`config.mk`:
```
export PLATFORM = sky130hd
export DESIGN_NAME = thermistor_table_interpolator
export DESIGN_NICKNAME = d
export VERILOG_FILES = /design/src/rtl/core/tti_pkg.sv /design/src/rtl/core/tti_compare.sv /design/src/rtl/core/tti_segment.sv /design/src/rtl/core/tti_scale.sv /design/src/rtl/core/thermistor_table_interpolator.sv
export VERILOG_INCLUDE_DIRS = /design/src /design/src/rtl/core
export SDC_FILE = /design/constraint.sdc
export NUM_CORES = 1
export LEC_CHECK = 0
export ABC_AREA = 0
export BUFFER_PORTS_ARGS = -buffer_cell sky130_fd_sc_hd__buf_2
export CAP_MARGIN = 20
export CORE_MARGIN = 4
export CORE_UTILIZATION = 50
export DETAILED_ROUTE_END_ITERATION = 8
export GPL_TIMING_DRIVEN = 0
export HOLD_SLACK_MARGIN = 0.05
export PLACE_DENSITY = 0.64
export SLEW_MARGIN = 0
export SYNTH_ARGS = -nofsm -noshare
export SYNTH_HDL_FRONTEND = slang
export SYNTH_HIERARCHICAL = 1
export SYNTH_SLANG_ARGS = --single-unit
```
`constraint.sdc`:
```
create_clock -name i_clk -period 8.1 [get_ports i_clk]
set_clock_uncertainty 0.05 [all_clocks]
set_input_delay 1.215 -clock i_clk [delete_from_list [all_inputs] [get_ports i_clk]]
set_output_delay 1.215 -clock i_clk [all_outputs]
set_load 0.01 [all_outputs]
```
`src/rtl/core/thermistor_table_interpolator_assert.svh`:
```
// Assertion macros used by the thermistor table interpolator top level.
`ifndef THERMISTOR_TABLE_INTERPOLATOR_ASSERT_SVH
`define THERMISTOR_TABLE_INTERPOLATOR_ASSERT_SVH
`ifndef SYNTHESIS
// Property must hold at every clock edge outside reset.
`define TTI_ASSERT(lbl, clk, rst_n, prop) \
    lbl: assert property (@(posedge clk) disable iff (!rst_n) prop) \
        else $error("tti: assertion failed");
// Condition must never be true outside reset.
`define TTI_NEVER(lbl, clk, rst_n, cond) \
    lbl: assert property (@(posedge clk) disable iff (!rst_n) !(cond)) \
        else $error("tti: forbidden condition seen");
`else
`define TTI_ASSERT(lbl, clk, rst_n, prop)
`define TTI_NEVER(lbl, clk, rst_n, cond)
`endif
`endif

```
`src/rtl/core/tti_pkg.sv`:
```
// Package with the calibration ROM, widths and shared types of the interpolator.
package tti_pkg;

    localparam int ROM_POINTS        = 21;
    localparam int TABLE_ENTRIES_DEF = 21;
    localparam int IDX_W             = $clog2(ROM_POINTS + 1);
    localparam int SAMPLE_W          = 12;
    localparam int TEMP_W            = 11;
    // Largest temperature step between neighbors is 930, largest voltage step 327.
    localparam int DT_W              = 10;
    localparam int A_W               = 9;
    localparam int PROD_W            = DT_W + A_W;
    localparam int Q_W               = 10;
    // Reciprocals are exact for any product below 2**PROD_W with an error term below 2**A_W.
    localparam int RCP_SHIFT         = PROD_W + A_W;
    localparam int RCP_W             = 23;
    localparam int FULL_W            = PROD_W + RCP_W;

    localparam longint unsigned RCP_ONE = 64'd1 << RCP_SHIFT;

    localparam logic signed [TEMP_W-1:0] TEMP_MIN = -11'sd100;
    localparam logic signed [TEMP_W-1:0] TEMP_MAX = 11'sd1000;

    localparam logic [SAMPLE_W-1:0] ROM_MV [ROM_POINTS] = '{
        12'd1800, 12'd1577, 12'd1524, 12'd1463, 12'd1396, 12'd1322, 12'd1243,
        12'd1159, 12'd1073, 12'd986,  12'd900,  12'd816,  12'd736,  12'd660,
        12'd590,  12'd526,  12'd468,  12'd416,  12'd369,  12'd327,  12'd0
    };

    localparam logic signed [TEMP_W-1:0] ROM_TEMP [ROM_POINTS] = '{
        -11'sd100, -11'sd20, -11'sd15, -11'sd10, -11'sd5, 11'sd0,  11'sd5,
        11'sd10,   11'sd15,  11'sd20,  11'sd25,  11'sd30, 11'sd35, 11'sd40,
        11'sd45,   11'sd50,  11'sd55,  11'sd60,  11'sd65, 11'sd70, 11'sd1000
    };

    // Rounded-up reciprocal of the voltage span of the segment that ends at each point.
    localparam logic [RCP_W-1:0] ROM_RCP [ROM_POINTS] = '{
        '0,
        RCP_W'((RCP_ONE + ROM_MV[0] - ROM_MV[1] - 1) / (RCP_ONE * 0 + ROM_MV[0] - ROM_MV[1])),
        RCP_W'((RCP_ONE + ROM_MV[1] - ROM_MV[2] - 1) / (RCP_ONE * 0 + ROM_MV[1] - ROM_MV[2])),
        RCP_W'((RCP_ONE + ROM_MV[2] - ROM_MV[3] - 1) / (RCP_ONE * 0 + ROM_MV[2] - ROM_MV[3])),
        RCP_W'((RCP_ONE + ROM_MV[3] - ROM_MV[4] - 1) / (RCP_ONE * 0 + ROM_MV[3] - ROM_MV[4])),
        RCP_W'((RCP_ONE + ROM_MV[4] - ROM_MV[5] - 1) / (RCP_ONE * 0 + ROM_MV[4] - ROM_MV[5])),
        RCP_W'((RCP_ONE + ROM_MV[5] - ROM_MV[6] - 1) / (RCP_ONE * 0 + ROM_MV[5] - ROM_MV[6])),
        RCP_W'((RCP_ONE + ROM_MV[6] - ROM_MV[7] - 1) / (RCP_ONE * 0 + ROM_MV[6] - ROM_MV[7])),
        RCP_W'((RCP_ONE + ROM_MV[7] - ROM_MV[8] - 1) / (RCP_ONE * 0 + ROM_MV[7] - ROM_MV[8])),
        RCP_W'((RCP_ONE + ROM_MV[8] - ROM_MV[9] - 1) / (RCP_ONE * 0 + ROM_MV[8] - ROM_MV[9])),
        RCP_W'((RCP_ONE + ROM_MV[9] - ROM_MV[10] - 1) / (RCP_ONE * 0 + ROM_MV[9] - ROM_MV[10])),
        RCP_W'((RCP_ONE + ROM_MV[10] - ROM_MV[11] - 1) / (RCP_ONE * 0 + ROM_MV[10] - ROM_MV[11])),
        RCP_W'((RCP_ONE + ROM_MV[11] - ROM_MV[12] - 1) / (RCP_ONE * 0 + ROM_MV[11] - ROM_MV[12])),
        RCP_W'((RCP_ONE + ROM_MV[12] - ROM_MV[13] - 1) / (RCP_ONE * 0 + ROM_MV[12] - ROM_MV[13])),
        RCP_W'((RCP_ONE + ROM_MV[13] - ROM_MV[14] - 1) / (RCP_ONE * 0 + ROM_MV[13] - ROM_MV[14])),
        RCP_W'((RCP_ONE + ROM_MV[14] - ROM_MV[15] - 1) / (RCP_ONE * 0 + ROM_MV[14] - ROM_MV[15])),
        RCP_W'((RCP_ONE + ROM_MV[15] - ROM_MV[16] - 1) / (RCP_ONE * 0 + ROM_MV[15] - ROM_MV[16])),
        RCP_W'((RCP_ONE + ROM_MV[16] - ROM_MV[17] - 1) / (RCP_ONE * 0 + ROM_MV[16] - ROM_MV[17])),
        RCP_W'((RCP_ONE + ROM_MV[17] - ROM_MV[18] - 1) / (RCP_ONE * 0 + ROM_MV[17] - ROM_MV[18])),
        RCP_W'((RCP_ONE + ROM_MV[18] - ROM_MV[19] - 1) / (RCP_ONE * 0 + ROM_MV[18] - ROM_MV[19])),
        RCP_W'((RCP_ONE + ROM_MV[19] - ROM_MV[20] - 1) / (RCP_ONE * 0 + ROM_MV[19] - ROM_MV[20]))
    };

    typedef struct packed {
        logic signed [TEMP_W-1:0] base;
        logic [DT_W-1:0]          dt;
        logic [A_W-1:0]           a;
        logic [RCP_W-1:0]         recip;
    } t_seg;

    typedef struct packed {
        logic signed [TEMP_W-1:0] base;
        logic [Q_W-1:0]           q;
    } t_quo;

    typedef struct packed {
        logic mul;
        logic rcp;
    } t_scale_en;

endpackage

```
`src/rtl/core/tti_compare.sv`:
```
// First stage: compares the sample against every table voltage at once.
module tti_compare
    import tti_pkg::*;
#(
    parameter int TABLE_ENTRIES = TABLE_ENTRIES_DEF
) (
    input  logic                  i_clk,
    input  logic                  i_en,
    input  logic [SAMPLE_W-1:0]   i_sample_mv,
    output logic [ROM_POINTS-1:0] o_below,
    output logic [SAMPLE_W-1:0]   o_sample_mv
);

    localparam int USED = (TABLE_ENTRIES > ROM_POINTS) ? ROM_POINTS :
                          (TABLE_ENTRIES < 1) ? 1 : TABLE_ENTRIES;

    logic [ROM_POINTS-1:0] n_below;
    logic [ROM_POINTS-1:0] r_below;
    logic [SAMPLE_W-1:0]   r_sample_mv;

    always_comb begin
        for (int k = 0; k < ROM_POINTS; k++) begin
            n_below[k] = (k < USED) && (ROM_MV[k] < i_sample_mv);
        end
    end

    always_ff @(posedge i_clk) begin
        if (i_en) begin
            r_below     <= n_below;
            r_sample_mv <= i_sample_mv;
        end
    end

    assign o_below     = r_below;
    assign o_sample_mv = r_sample_mv;

endmodule

```
`src/rtl/core/tti_segment.sv`:
```
// Second stage: picks the segment and fetches its base, slope terms and reciprocal.
module tti_segment
    import tti_pkg::*;
#(
    parameter int TABLE_ENTRIES = TABLE_ENTRIES_DEF
) (
    input  logic                  i_clk,
    input  logic                  i_en,
    input  logic [ROM_POINTS-1:0] i_below,
    input  logic [SAMPLE_W-1:0]   i_sample_mv,
    output t_seg                  o_seg
);

    localparam int USED = (TABLE_ENTRIES > ROM_POINTS) ? ROM_POINTS :
                          (TABLE_ENTRIES < 1) ? 1 : TABLE_ENTRIES;

    logic [IDX_W-1:0]         sel;
    logic [IDX_W-1:0]         prev;
    logic signed [TEMP_W-1:0] diff_t;
    logic [SAMPLE_W-1:0]      diff_v;
    t_seg                     n_seg;
    t_seg                     r_seg;

    // Lowest index whose voltage lies below the sample; USED when there is none.
    always_comb begin
        sel = IDX_W'(USED);
        for (int k = ROM_POINTS - 1; k >= 0; k--) begin
            if (i_below[k]) begin
                sel = IDX_W'(k);
            end
        end
    end

    always_comb begin
        prev   = sel - IDX_W'(1);
        diff_t = ROM_TEMP[sel] - ROM_TEMP[prev];
        diff_v = ROM_MV[prev] - i_sample_mv;
        priority if (sel == '0) begin
            n_seg.base  = ROM_TEMP[0];
            n_seg.dt    = '0;
            n_seg.a     = '0;
            n_seg.recip = '0;
        end else if (sel == IDX_W'(USED)) begin
            n_seg.base  = ROM_TEMP[IDX_W'(USED - 1)];
            n_seg.dt    = '0;
            n_seg.a     = '0;
            n_seg.recip = '0;
        end else begin
            n_seg.base  = ROM_TEMP[prev];
            n_seg.dt    = DT_W'(diff_t);
            n_seg.a     = A_W'(diff_v);
            n_seg.recip = ROM_RCP[sel];
        end
    end

    always_ff @(posedge i_clk) begin
        if (i_en) begin
            r_seg <= n_seg;
        end
    end

    assign o_seg = r_seg;

endmodule

```
`src/rtl/core/tti_scale.sv`:
```
// Third and fourth stages: slope product, then division by reciprocal multiply.
module tti_scale
    import tti_pkg::*;
(
    input  logic      i_clk,
    input  t_scale_en i_en,
    input  t_seg      i_seg,
    output t_quo      o_quo
);

    logic signed [TEMP_W-1:0] r_base;
    logic [PROD_W-1:0]        r_prod;
    logic [RCP_W-1:0]         r_recip;
    logic [FULL_W-1:0]        full;
    t_quo                     n_quo;
    t_quo                     r_quo;

    always_ff @(posedge i_clk) begin
        if (i_en.mul) begin
            r_base  <= i_seg.base;
            r_prod  <= PROD_W'(i_seg.dt) * PROD_W'(i_seg.a);
            r_recip <= i_seg.recip;
        end
    end

    always_comb begin
        full       = FULL_W'(r_prod) * FULL_W'(r_recip);
        n_quo.base = r_base;
        n_quo.q    = full[RCP_SHIFT +: Q_W];
    end

    always_ff @(posedge i_clk) begin
        if (i_en.rcp) begin
            r_quo <= n_quo;
        end
    end

    assign o_quo = r_quo;

endmodule

```
`src/rtl/core/thermistor_table_interpolator.sv`:
```
// Top level of the thermistor table interpolator: handshake, stage valids and output adder.
//
// A word on the input channel is one 12-bit sample in millivolts; a word on the
// output channel is the matching 11-bit signed temperature. Both channels use
// valid and stall: a word moves at a rising edge where valid is high and stall low.
// The block is a five-stage pipeline: parallel compare against all table voltages,
// segment select and ROM fetch, slope multiply, reciprocal multiply that stands in
// for the divide by the segment span, and the final add with the output register.
// A sample passes the compare, segment, slope, reciprocal and output registers in turn,
// and one sample can enter every cycle while the receiver does not hold the full pipeline
// with its stall; the two multiplier stages set the clock period.
// Each stage carries a valid bit. A stage loads whenever it is empty or the stage
// after it moves, so bubbles collapse and a stalled result stays in place while
// earlier stages keep filling. The input side is stalled only once all five stages
// hold words and the receiver keeps stalling. Synchronous reset clears the valid
// bits only; the data registers keep their contents and the block is ready right after reset.
`include "thermistor_table_interpolator_assert.svh"

module thermistor_table_interpolator
    import tti_pkg::*;
#(
    parameter int TABLE_ENTRIES = TABLE_ENTRIES_DEF
) (
    input  logic                     i_clk,
    input  logic                     i_rst_n,
    input  logic                     i_valid,
    output logic                     o_stall,
    input  logic [SAMPLE_W-1:0]      i_sample_mv,
    output logic                     o_valid,
    input  logic                     i_stall,
    output logic signed [TEMP_W-1:0] o_temperature
);

    localparam int NSTG = 5;

    logic [NSTG-1:0]          r_v;
    logic [NSTG-1:0]          n_v;
    logic [NSTG-1:0]          en;
    logic [ROM_POINTS-1:0]    below;
    logic [SAMPLE_W-1:0]      sample_s1;
    t_seg                     seg;
    t_quo                     quo;
    t_scale_en                scale_en;
    logic signed [TEMP_W-1:0] n_temp;
    logic signed [TEMP_W-1:0] r_temp;

    // A stage may load when it is empty or its word leaves this cycle.
    always_comb begin
        en[NSTG-1] = !r_v[NSTG-1] || !i_stall;
        for (int k = NSTG - 2; k >= 0; k--) begin
            en[k] = !r_v[k] || en[k+1];
        end
    end

    always_comb begin
        n_v[0] = en[0] ? i_valid : r_v[0];
        for (int k = 1; k < NSTG; k++) begin
            n_v[k] = en[k] ? r_v[k-1] : r_v[k];
        end
    end

    always_ff @(posedge i_clk) begin
        if (!i_rst_n) begin
            r_v <= '0;
        end else begin
            r_v <= n_v;
        end
    end

    tti_compare #(
        .TABLE_ENTRIES(TABLE_ENTRIES)
    ) u_compare (
        .i_clk       (i_clk),
        .i_en        (en[0]),
        .i_sample_mv (i_sample_mv),
        .o_below     (below),
        .o_sample_mv (sample_s1)
    );

    tti_segment #(
        .TABLE_ENTRIES(TABLE_ENTRIES)
    ) u_segment (
        .i_clk       (i_clk),
        .i_en        (en[1]),
        .i_below     (below),
        .i_sample_mv (sample_s1),
        .o_seg       (seg)
    );

    assign scale_en.mul = en[2];
    assign scale_en.rcp = en[3];

    tti_scale u_scale (
        .i_clk (i_clk),
        .i_en  (scale_en),
        .i_seg (seg),
        .o_quo (quo)
    );

    // The quotient is never negative, so it joins the base zero-extended.
    assign n_temp = quo.base + $signed(TEMP_W'(quo.q));

    always_ff @(posedge i_clk) begin
        if (en[4]) begin
            r_temp <= n_temp;
        end
    end

    assign o_stall       = !en[0];
    assign o_valid       = r_v[NSTG-1];
    assign o_temperature = r_temp;

    // Input back-pressure only arises when every stage is full and the output is held.
    `TTI_ASSERT(a_stall_full, i_clk, i_rst_n, o_stall |-> (&r_v) && i_stall)
    // An accepted word always lands in the first stage.
    `TTI_ASSERT(a_enter, i_clk, i_rst_n, (i_valid && !o_stall) |=> r_v[0])
    // Every result lies within the temperature span of the table.
    `TTI_NEVER(a_range, i_clk, i_rst_n, o_valid && (r_temp < TEMP_MIN || r_temp > TEMP_MAX))

endmodule

```
==> impl_results.md, run 1 <==
* Outcome: finished, final reports clean
* Reg clk slew, reported paths at 0.06 ns
* Root buffer selected by CTS: clkbuf_16
* DRT Pass-1 Iters at 6
* Hold crit path type: reg -> reg
* Crit path max fanout at 10
* Port bufs at 26
* Io pins at 29
* Routed Wire Length at 67100 um
* Tmin final at 7.57 ns
* Final hold viol count at 0
* Worst r2r src: u_scale/r_prod[18]
* Vias at 18551
* Mapped Avg Cell Area at 9.47 sq um
* Crit start category: flip-flop
* Pwr dens at 172 nW/um^2
* Area of the mapped netlist at 25300 sq um
* Slew margin rel. at 32.3%
* Worst Path Required at 8.28 ns
* Worst-Margin Slew at 1.00 ns
* Clock Path Buffers at 2
* FF-to-FF path depth at 20
* Hold buffers post-CTS at 0
* DR vias/cell at 5.45
* Max-slew violations at 0
* Pre-CTS setup slack at 0.542 ns
* Gpl congestion at 0.994
* Crit-path cells: clkbuf_1 > clkbuf_1 > nand2_1 > fa_1 > fa_1 > inv_1 > fa_1 > fa_1 > fa_1 > inv_1 > fa_1 > inv_1 > ha_1 > nand3_1 > a2111oi_2 > o311ai_1 > nor2_2 > nor3_4 > o31ai_2 > xor2_1
* Drt wl/cell at 19.7 um
* Tot GR Track Use at 25.7%
* Cells after synthesis at 2671
* Fmax at 132 MHz
* Initial antenna violation count at 0
* Worst skew pair latency at 0.44 ns
* RSZ-0062 raised after global routing: false
* Syn_nets at 3284
* Die area at 54200 sq um
* Post_cts resized at 0
* Critical-path top delay cell: clkbuf_1
* Layout area overhead at 6.38%
* Max IR drop VDD at 0.000169 V
* Final nets at 3332
* Crit-path max cell delay at 0.64 ns
* H-tree Lvls at 4
* Critical Path End Type: flip-flop
* P_leak at 12.9 nW
* Setup violations, final at 0
* Post-CTS setup buffers at 0
* Yosys warns at 6
* Vias in the first global route at 19564
* CP endpoint: u_scale/o_quo[8]
* Placed wire-length estimate at 54700 um
* Die Y at 233 um
* Dpl cells at 3371
* Setup ws final at 0.534 ns
* Most frequent CP cell: fa_1
* Inserted Clock Buffers at 17
* Tcrit/Tclk final at 93.4%
* Share of cells above drive strength 1 at 5.27%
* Starting Density at 50.5%
* Max_cap viols at 0
* Worst setup path start: u_scale/r_prod[18]
* Final Non-Filler Cells at 3405
* Area post-placement at 26300 sq um
* Hold slack at 0.366 ns
* Clock sink count at 171
* Row count at 82
* Finished Cell Area at 26900 sq um
* Initial DRC count at 1433
* DRC at 0
* Worst R2R End: u_scale/o_quo[8]
* Core ar. at 50100 sq um
* DIE WIDTH at 233 um
* Global route overflow at 0
* Worst reg-to-reg setup slack at 0.53 ns
* First-pass GRT wire length at 108000 um
* CTS tree: built
* Crit Path Class: reg -> reg
* Remaining antenna violation count at 0
* Largest net degree at the start of global routing at 54
* Worst Path Arrival at 7.75 ns
* Total negative slack at 0 ns
==> where the power goes <==
part | internal (mW) | switching (mW) | leakage, nW | total, mW
clock | 0.427 | 0.368 | 0.275 | 0.795
combinational | 0.917 | 1.56 | 10.7 | 2.48
sequential | 1.17 | 0.180 | 1.88 | 1.35
==> worst max-delay path: cells and delay by family, from the launching register on <==
family,cells,cell delay (ns)
AOI/OAI and AO/OA,3,0.99
and+or+nand+nor,4,0.81
adders and majority gates,7,3.51
buffers and inverters,5,1.31
DFF,1,0.40
xor gates and xnor gates,1,0.32
==> sequential cells by signal (all words and copies together), names as in the netlist <==
signal and cells:
u_compare/o_below 21, u_scale/r_recip 23, r_v 5, u_compare/o_sample_mv 9, u_scale/o_quo 21, u_segment/o_seg 51
u_scale/r_prod 19, u_scale/r_base 11, o_temperature 11
==> area by class of cell <==
| class | instances | area (sq um) |
|---|---|---|
| clock buffers | 20 | 468 |
| fillers | 4570 | 23200 |
| repair buffers | 29 | 185 |
| inverters | 562 | 2110 |
| clock inverters | 12 | 106 |
| flip-flops and latches | 171 | 5080 |
| multi-input cells | 1810 | 17500 |
| diodes | 1 | 2.50 |
| well taps | 672 | 841 |
| plain buffers | 128 | 566 |
==> metrics by stage <==
step                      total power [mW]  util, %
after detailed placement              3.83     52.5
after CTS                             4.65     53.7
after global routing                  5.04     53.7
final                                 4.63     53.7
after global placement                3.77     52.4
after floorplan                       3.07        -
==> metal layers <==
layer	routed length, um	share of wire, %	up-vias	global-route usage, %
li1	-	-	8498	-
met1	28200	42	9256	33.4
met2	31100	46	633	41.6
met3	4660	6.9	164	5.62
met4	3170	4.7	0	11.1
met5	0	0	-	0
==> worst min-delay path by stage <==
stage,from,endpoint,slack (ns),cells past startpoint
6_report,u_segment/o_seg[7],u_scale/r_recip[7],0.37,0
5_1_grt,u_segment/o_seg[7],u_scale/r_recip[7],0.38,0
4_1_cts,u_segment/o_seg[18],u_scale/r_recip[18],0.37,0
3_5_place_dp,u_segment/o_seg[15],u_scale/r_recip[15],0.35,0
3_3_place_gp,u_segment/o_seg[15],u_scale/r_recip[15],0.35,0
2_1_floorplan,u_scale/r_base[0],u_scale/o_quo[10],0.35,0
==> cells in the final DEF (no fill, tap or decap), types with 16 or more instances in the layout <==
cell type,instances
fa_1,410
nor3_1,35
o21ai_0,55
and2_1,269
xnor2_1,32
a211oi_1,16
nand3_1,24
o211ai_1,16
clkbuf_1,102
nand2_1,334
inv_1,560
ha_1,187
clkbuf_16,18
edfxtp_1,166
nor2_1,78
a21o_1,17
a21oi_1,78
buf_2,37
Note: power is estimated with default switching activity, not from simulation.
==> run 2, diff against run 1 <==
--- a/config.mk
+++ b/config.mk
@@ -6,7 +6,7 @@
 export SDC_FILE = /design/constraint.sdc
 export NUM_CORES = 1
 export LEC_CHECK = 0
-export ABC_AREA = 0
+export ABC_AREA = 1
 export BUFFER_PORTS_ARGS = -buffer_cell sky130_fd_sc_hd__buf_2
 export CAP_MARGIN = 20
 export CORE_MARGIN = 4
==> run 2 against run 1 <==
Via count is 11% higher. Critical endpoint unchanged. Utilization is 0.24 points higher. Cell count is 18% higher. Wire length is 9.0% higher. Highest routed layer unchanged. Setup slack better by 0.52 ns. Non-clock buffer count is 3 lower. Global-route usage is 1.3 points higher. Largest cell class unchanged. Die area is 3.2% higher. Sequential power hardly changed. Largest power group unchanged. Hold slack better by 0.00079 ns. Critical path depth is 2 higher. Sequential share of layout area is 0.61 points lower.
==> impl_results.md, run 2 <==
* Psw at 3.53 mW (+67%)
* Root buffer selected by CTS: clkbuf_16
* Pwr dens at 240 nW/um^2 (+40%)
* Area post-placement at 27200 sq um (+3.3%)
* Reg clk slew, reported paths at 0.07 ns (about the same)
* Die Y at 237 um (+1.6%)
* Row count at 83 (+1.2%)
* Clock Path Buffers at 2 (unchanged)
* Tcrit/Tclk final at 86.9% (-6.5 points)
* GR Util met2 at 45.8% (+4.2 points)
* DRC at 0 (unchanged)
* Gr busiest metal: met2
* Most common cell after layout, fill and taps aside: inv_1
* Routed Wire Length at 73100 um (+9.0%)
* FF-to-FF path depth at 22 (+10%)
* Share of cells above drive strength 1 at 4.00% (-1.3 points)
* Final nets at 3949 (+19%)
* Total negative slack at 0 ns (unchanged)
* Tot GR Track Use at 27.0% (+1.3 points)
* Fmax at 142 MHz (+7.4%)
* First-pass GRT wire length at 118000 um (+9.7%)
* Crit-path cells: clkbuf_1 > buf_1 > nand2_1 > fa_1 > inv_1 > fa_1 > fa_1 > fa_1 > fa_1 > inv_1 > fa_1 > inv_1 > ha_1 > nand2_1 > nor2_1 > inv_1 > nor4_1 > nand2_1 > nand2_2 > nand2_2 > nand3_1 > nand2_1
* Clock share of power at 12.9% (-4.3 points)
* Post-CTS setup buffers at 0 (unchanged)
* Max_cap viols at 0 (unchanged)
* Critical Path End Type: flip-flop
* Core ar. at 51500 sq um (+2.9%)
* Hold Path Sink: u_scale/r_recip[16]
* P_int at 3.15 mW (+25%)
* Max IR drop VDD at 0.000160 V (-5.1%)
* Most frequent CP cell: fa_1
* Final hold viol count at 0 (unchanged)
* Yosys warns at 6 (unchanged)
* H-tree Lvls at 4 (unchanged)
* Hold buffers post-CTS at 0 (unchanged)
* Crit-path max cell delay at 0.74 ns (+0.10 ns)
* Setup violations, final at 0 (unchanged)
* Worst-Margin Slew at 0.996 ns (-0.00414 ns)
* Inserted Clock Buffers at 17 (unchanged)
* N_diodes at 0 (-1)
* Tmin final at 7.04 ns (-0.523 ns)
* Slew margin rel. at 33.6% (+1.3 points)
* Footprint of the multi-input gates at 16900 sq um (-3.8%)
* Crit path max fanout at 10 (unchanged)
* DRT Pass-1 Iters at 7 (+1)
* Delay-heaviest family, CP: adder cells
* Largest net degree at the start of global routing at 53 (-1.9%)
* Worst Path Required at 8.25 ns (-0.03 ns)
* Initial DRC count at 1402 (-2.2%)
* Setup ws final at 1.06 ns (+0.523 ns)
* RSZ-0062 raised after global routing: false
* Critical-path top delay cell: clkbuf_1
* Cells after synthesis at 3286 (+23%)
* Area of the mapped netlist at 26100 sq um (+3.3%)
* Placed wire-length estimate at 59700 um (+9.2%)
* Port bufs at 28 (+7.7%)
* Power share of the combinational group at 66.5% (+13 points)
* Drt wl/cell at 18.1 um (-7.9%)
* Fillers at 5013 (+9.7%)
* Die area at 55900 sq um (+3.2%)
* Vias in the first global route at 21916 (+12%)
* Share of power burned in registers at 20.7% (-8.6 points)
* DIE WIDTH at 237 um (+1.6%)
* Crit start category: flip-flop
* Remaining antenna violation count at 0 (unchanged)
* Io pins at 29 (unchanged)
* Most frequent cells in the layout: 957 x inv_1, 855 x nand2_1, 410 x fa_1
* Pre-CTS setup slack at 1.14 ns (+0.602 ns)
* Worst R2R End: u_scale/o_quo[8]
* Worst Path Arrival at 7.19 ns (-0.56 ns)
* DR vias/cell at 5.12 (-6.0%)
* P_leak at 15.9 nW (+24%)
* Worst path bufs/invs at 6 (+1)
* Hold Path Origin: u_segment/o_seg[16]
* Max reg flops at 51 (unchanged)
* Global route overflow at 0 (unchanged)
* Mapped Avg Cell Area at 7.95 sq um (-16%)
* Gpl congestion at 0.996 (+0.18%)
* Max-slew violations at 0 (unchanged)
* Hold path cells at 0 (unchanged)
* Worst reg-to-reg setup slack at 1.06 ns (+0.52 ns)
* Met3 Usage GRT at 4.55% (-1.1 points)
* GR Layer Usage met1 at 33.6% (+0.20 points)
* Post_cts resized at 0 (unchanged)
* Starting Density at 50.7% (+0.19 points)
* Syn_nets at 3899 (+19%)
* Layout area overhead at 6.46% (about the same)
* Finished Cell Area at 27800 sq um (+3.3%)
* Worst r2r src: u_scale/r_recip[4]
* Initial antenna violation count at 0 (unchanged)
* Outcome: finished, final reports clean
* Sw Ratio at 52.8% (+7.3 points)
* Clock sink count at 171 (unchanged)
* Crit Path Class: reg -> reg
* CTS tree: built
* Hold crit path type: reg -> reg
* Vias at 20636 (+11%)
* Area occupied by registers at 5080 sq um (unchanged)
* Worst skew pair latency at 0.45 ns (about the same)
run 2: cell count changes in the layout (fill, tap and decap cells not counted), moves of 15 or more:
cell	before	now
and2_1	269	1
a21oi_1	78	111
inv_1	560	957
buf_1	3	18
xnor2_1	32	7
nor2_1	78	162
nand3_1	24	59
nand2_1	334	855
nor3_1	35	20
run 2: layer usage:
layer	up-vias	wire, um
met4	0	4070
li1	9679	-
met1	10067	28600
met5	-	0
met2	711	35500
met3	179	4950
run 2: final cells by class:
cell class,instances,area share [%]
Sequential cell,171,18.3
Clock inverter,15,0.747
Inverter,968,13.1
Clock buffer,17,1.53
Timing Repair Buffer,31,0.702
Buffer,123,1.88
Multi-Input combinational cell,2024,60.7
Tap cell,680,3.06
run 2: per-stage QoR:
step                std cells  hold WS [ns]  power, mW  utilization [%]
floorplan                3286         0.350       4.37                -
global placement         3994         0.353       5.73             52.6
detailed placement       3997         0.355       5.81             52.7
CTS                      4029         0.367       6.71             54.0
global route             4029         0.377       7.35             54.0
finish                   4029         0.367       6.67             54.0
run 2: power groups by stage:
| stage | registers [mW] | logic (mW) | clock network (mW) |
|---|---|---|---|
| 3_5_place_dp | 1.40 | 4.41 | 0 |
| 3_3_place_gp | 1.39 | 4.34 | 0 |
| 6_report | 1.38 | 4.43 | 0.857 |
| 4_1_cts | 1.38 | 4.45 | 0.881 |
| 5_1_grt | 1.40 | 5.03 | 0.919 |
| 2_1_floorplan | 1.32 | 3.05 | 0 |
run 2: how the worst max path moves through the flow:
stage | from | end | slack, ns | cells after the start
2_1_floorplan | u_scale/r_prod[18] | u_scale/o_quo[9] | 2.44 | 23
3_5_place_dp | u_scale/r_recip[8] | u_scale/o_quo[8] | 1.14 | 23
3_3_place_gp | u_scale/r_recip[8] | u_scale/o_quo[8] | 1.15 | 23
6_report | u_scale/r_recip[4] | u_scale/o_quo[8] | 1.06 | 22
4_1_cts | u_scale/r_recip[8] | u_scale/o_quo[8] | 1.12 | 23
5_1_grt | u_scale/r_recip[8] | u_scale/o_quo[5] | 0.72 | 24
